===== src/hw/rtl/cfba_pkg.sv =====
package cfba_pkg;

  // fixed field widths of the request and response words
  localparam int BLK_W    = 12;
  localparam int BLK_SPAN = 1 << BLK_W;

  typedef logic [BLK_W-1:0] block_t;
  typedef logic             opcode_t;
  typedef logic             status_t;

  localparam opcode_t OP_ALLOC = 1'b0;
  localparam opcode_t OP_FREE  = 1'b1;

  localparam status_t STATUS_OK        = 1'b0;
  localparam status_t STATUS_EXHAUSTED = 1'b1;

  typedef enum logic [1:0] {
    ST_IDLE,
    ST_POP,
    ST_SPILL,
    ST_REFILL
  } state_t;

endpackage


===== src/hw/rtl/cfba_stack_mem.sv =====
module cfba_stack_mem #(
  parameter int DEPTH = 200,
  parameter int AW    = $clog2(DEPTH)
) (
  input  logic            clk,
  input  logic            rst_n,
  input  logic            we,
  input  logic [AW-1:0]   waddr,
  input  cfba_pkg::block_t wdata,
  input  logic [AW-1:0]   raddr,
  output cfba_pkg::block_t rdata
);
  import cfba_pkg::*;

  block_t mem [DEPTH];
  block_t rd_r;
  logic   e0_valid_r;
  logic   rd_zero_r;

  // entry 0 reads as zero until first written
  always_ff @(posedge clk) begin
    if (!rst_n) begin
      e0_valid_r <= 1'b0;
    end else if (we && (waddr == '0)) begin
      e0_valid_r <= 1'b1;
    end
  end

  always_ff @(posedge clk) begin
    if (we) begin
      mem[waddr] <= wdata;
    end
    rd_r      <= mem[raddr];
    rd_zero_r <= (raddr == '0) && !e0_valid_r;
  end

  assign rdata = rd_zero_r ? '0 : rd_r;

endmodule


===== config.mk =====
export PLATFORM = sky130hd
export DESIGN_NAME = cfba_stack_mem
export DESIGN_NICKNAME = d
export VERILOG_FILES = /design/src/hw/rtl/cfba_pkg.sv /design/src/hw/rtl/cfba_stack_mem.sv
export SDC_FILE = /design/constraint.sdc
export NUM_CORES = 2
export LEC_CHECK = 0
export BUFFER_PORTS_ARGS = -buffer_cell sky130_fd_sc_hd__buf_4
export CAP_MARGIN = 20
export CORE_ASPECT_RATIO = 2
export CORE_MARGIN = 10
export CORE_UTILIZATION = 29
export DETAILED_ROUTE_END_ITERATION = 8
export PLACE_DENSITY_LB_ADDON = 0.15
export SLEW_MARGIN = 15
export SYNTH_ARGS = -nofsm -noshare
export SYNTH_HDL_FRONTEND = slang
export SYNTH_SLANG_ARGS = --single-unit

===== constraint.sdc =====
create_clock -name clk -period 3.21 [get_ports clk]
set_clock_uncertainty 0.05 [all_clocks]
set_input_delay 0.321 -clock clk [delete_from_list [all_inputs] [get_ports clk]]
set_output_delay 0.321 -clock clk [all_outputs]
set_load 0.1 [all_outputs]

==> flow_metrics.py <==
metrics = {
    "cts": {
        "clockRootBuffer": "clkbuf_16",
        "clk_pin_slew_ps": 70,
        "cts.sinks": 2414,
        "cts_htree_levels": 4,
        "cts_made_buffers": 214,
        "postCtsSetupBuffers": 0,
        "cts_tree": "yes",
        "clock_latency_ps": 910,
        "cts_max_path_buffers": 4,
    },
    "final_layout": {
        "regArea_sq_um": 72300,
        "multi_input_area_sq_um": 19700,
        "drive_gt1_share_pct": 29.7,
        "fillers": 30200,
        "num-nets-final": 5125,
        "area_growth_pct": 18.2,
        "fin_cells": 9573,
    },
    "floorplan": {
        "die_x_um": 422,
        "die_area_sq_um": 348000,
        "io_pins": 43,
        "core-area_sq_um": 322000,
        "row_count": 295,
        "start_util_pct": 29.1,
        "die_h_um": 824,
    },
    "timing": {
        "min_period_ps": 2980,
        "finalSetupViolCount": 0,
        "slew_headroom_pct": 12.8,
        "max_freq_mhz": 336,
        "finalMaxSlewViolations": 0,
        "finalHoldViolations": 0,
        "rsz0062_at_grt": "no",
        "worst_slack_ps": 234,
        "tightest_slew_ps": 1310,
        "fin_crit_sh_pct": 92.7,
    },
    "synth": {
        "synth_cells": 4407,
        "synth.top_cell.area_share_pct": 76.9,
        "synth_edf_count": 2400,
        "yosysTopAreaCell": "edfxtp_1",
        "syn_nets": 4438,
        "yosysWarnings": 0,
        "avgSynthCellArea_sq_um": 21.3,
        "ys_seq_elements": 2414,
        "ys_seq_area_share_pct": 77.2,
        "ys_types": 66,
        "synthArstFlopShare_pct": 0,
        "yosys_most_used_dff": "edfxtp_1",
        "synth_area_leaders": "edfxtp_1 77%, mux4_2 12%, mux2i_1 2.7%",
        "netlist_area_sq_um": 93800,
    },
    "route": {
        "dr.pass1.iters": 9,
        "wirelength_um": 336000,
        "vias_per_cell": 5.06,
        "drc": 0,
        "num_vias": 48400,
        "wire_per_inst_um": 35.1,
        "ant_nets": 0,
        "drt_iter0_markers": 4098,
    },
    "global_route": {
        "grt_usage_pct": 18.9,
        "globalRoute.totalOverflow": 0,
        "antenna_found_initial": 17,
        "first_global_vias": 50600,
        "grt_max_degree": 117,
        "grt_pass1_wl_um": 454000,
    },
    "power": {
        "swShare_pct": 22.7,
        "comb_power_share_pct": 6.9,
        "seq_power_share_pct": 53.4,
        "ir_drop_uv": 404,
        "power.share.clock_pct": 39.8,
        "p_sw_mw": 14.8,
        "p_leak_nw": 35.3,
        "power_density_nw_per_um2": 588,
        "internal_power_mw": 50.4,
    },
    "run": {
        "max-cap-violations": 0,
    },
    "placement": {
        "globalplace.congestion": 0.857,
        "portBuffers": 42,
        "post-place-ws_ps": -446,
        "dpl.hpwl_um": 232000,
        "placed_cells": 9166,
    },
    "critical_path": {
        "worst_ep_arrival_time_ps": 3750,
        "start_kind": "input pin",
        "end_kind": "register",
        "path_max_fanout": 24,
        "worst_ep_required_time_ps": 3990,
        "path_class": "in2reg",
    },
    "worst_hold_path": {
        "hold_class": "in2reg",
    },
    "status": {
        "status": "complete, no violations",
    },
}
-- metrics by stage --
| stage | setup TNS, ps | util [%] | total power, mW | hold slack, ps | instance area [sq um] |
|---|---|---|---|---|---|
| after floorplan | 0 | - | 37.4 | 370 | 93800 |
| after global placement | -3740 | 32.3 | 40.0 | 454 | 104000 |
| after detailed placement | -2710 | 32.3 | 40.0 | 451 | 104000 |
| after CTS | 0 | 34.4 | 65.9 | 10.7 | 111000 |
| after global routing | 0 | 34.4 | 66.9 | 106 | 111000 |
| final | 0 | 34.4 | 65.2 | 121 | 111000 |
-- synthesized netlist by cell type (15+ instances only) --
master / n
nand4_1: 16
mux2i_1: 253
buf_6: 41
a22oi_1: 39
a31oi_1: 24
nor2b_1: 33
o221ai_1: 73
mux4_2: 518
clkbuf_1: 98
a221oi_1: 24
nor2_1: 235
o21ai_0: 43
o211ai_1: 15
a21oi_1: 79
edfxtp_1: 2400
nand2_1: 115
buf_4: 24
buf_2: 62
and2_1: 18
o22ai_1: 54
buf_8: 20
nand3_1: 40
nor3_1: 23
-- power groups by stage --
stage | combinational [mW] | sequential, mW | clock [mW]
2_1_floorplan | 1.95 | 35.4 | 0
3_3_place_gp | 4.52 | 35.5 | 0
3_5_place_dp | 4.55 | 35.5 | 0
4_1_cts | 4.58 | 34.8 | 26.6
5_1_grt | 4.64 | 34.7 | 27.5
6_report | 4.48 | 34.8 | 25.9
-- worst max-delay path: stages --
cell and delay [ps]:
dlygate4sd3_1 560, buf_8 210, buf_12 250, nand2b_2 250, buf_12 250, o221ai_1 420
o22ai_1 160, a21oi_1 530, o311ai_0 340, buf_4 230, a32oi_1 170
-- sequential cells by signal, summed over array words and instances, names as in the netlist --
| signal | flops |
|---|---|
| rd_zero_r | 1 |
| rd_r | 12 |
| e0_valid_r | 1 |
| mem | 2400 |
-- layout by cell type, fill, tap and decap left out, types with 18 or more instances in the layout --
cell type      instances
mux2i_1              253
a22oi_1               39
clkbuf_1              42
a21oi_1               78
clkinv_2              39
o21ai_0               43
nand2_1              114
bufinv_16             22
o22ai_1               54
a31oi_1               24
and2_1                18
nor2b_1               28
o221ai_1              73
dlygate4sd3_1         18
nor3_1                20
nand3_1               40
nor2_1               232
mux4_2               518
clkinv_1              50
buf_4                614
clkbuf_16            217
edfxtp_1            2400
a221oi_1              24
buf_12                83
-- timing repair --
action | CTS | global route
gates resized for setup | 0 | 1
endpoints found under the setup margin | 0 | 1
hold buffers | 18 | 0
endpoints found under the hold margin | 596 | 0
-- cell type report --
type	instances	share of cell area, %
tap	4306	4.86
antenna	9	0.0203
inverter	7	0.0327
multi-input combinational	1725	17.8
clock buffer	261	5.06
timing repair buffer	732	6.00
sequential	2414	65.3
clock inverter	119	1.00
-- layer usage --
layer	part of all wire, %	track usage, %	wire (um)	up-vias
li1	-	-	-	19800
met1	35	20.2	118000	26800
met2	56	36.5	187000	1345
met3	3.6	1.86	12000	488
met4	5.8	9.36	19600	8
met5	0.015	0	50	-
-- kinds of logic after synthesis --
| group | after synthesis | synth area share (%) |
|---|---|---|
| AO/OA/AOI/OAI | 425 | 3.19 |
| flip-flops | 2414 | 77.2 |
| multiplexers | 786 | 15.3 |
| AND/OR/NAND/NOR | 514 | 2.42 |
| buffers and inverters | 268 | 1.91 |
-- worst paths after layout --
path         slack, ps            to       start  cells after the start
min reg2reg        470    e0_valid_r  e0_valid_r                      1
max reg2reg        460       rd_r[3]  mem[15][3]                      4
min                120  mem[139][10]    waddr[6]                      4
max                230       rd_r[2]    raddr[2]                     11
Note: power is estimated with default switching activity, not from simulation.
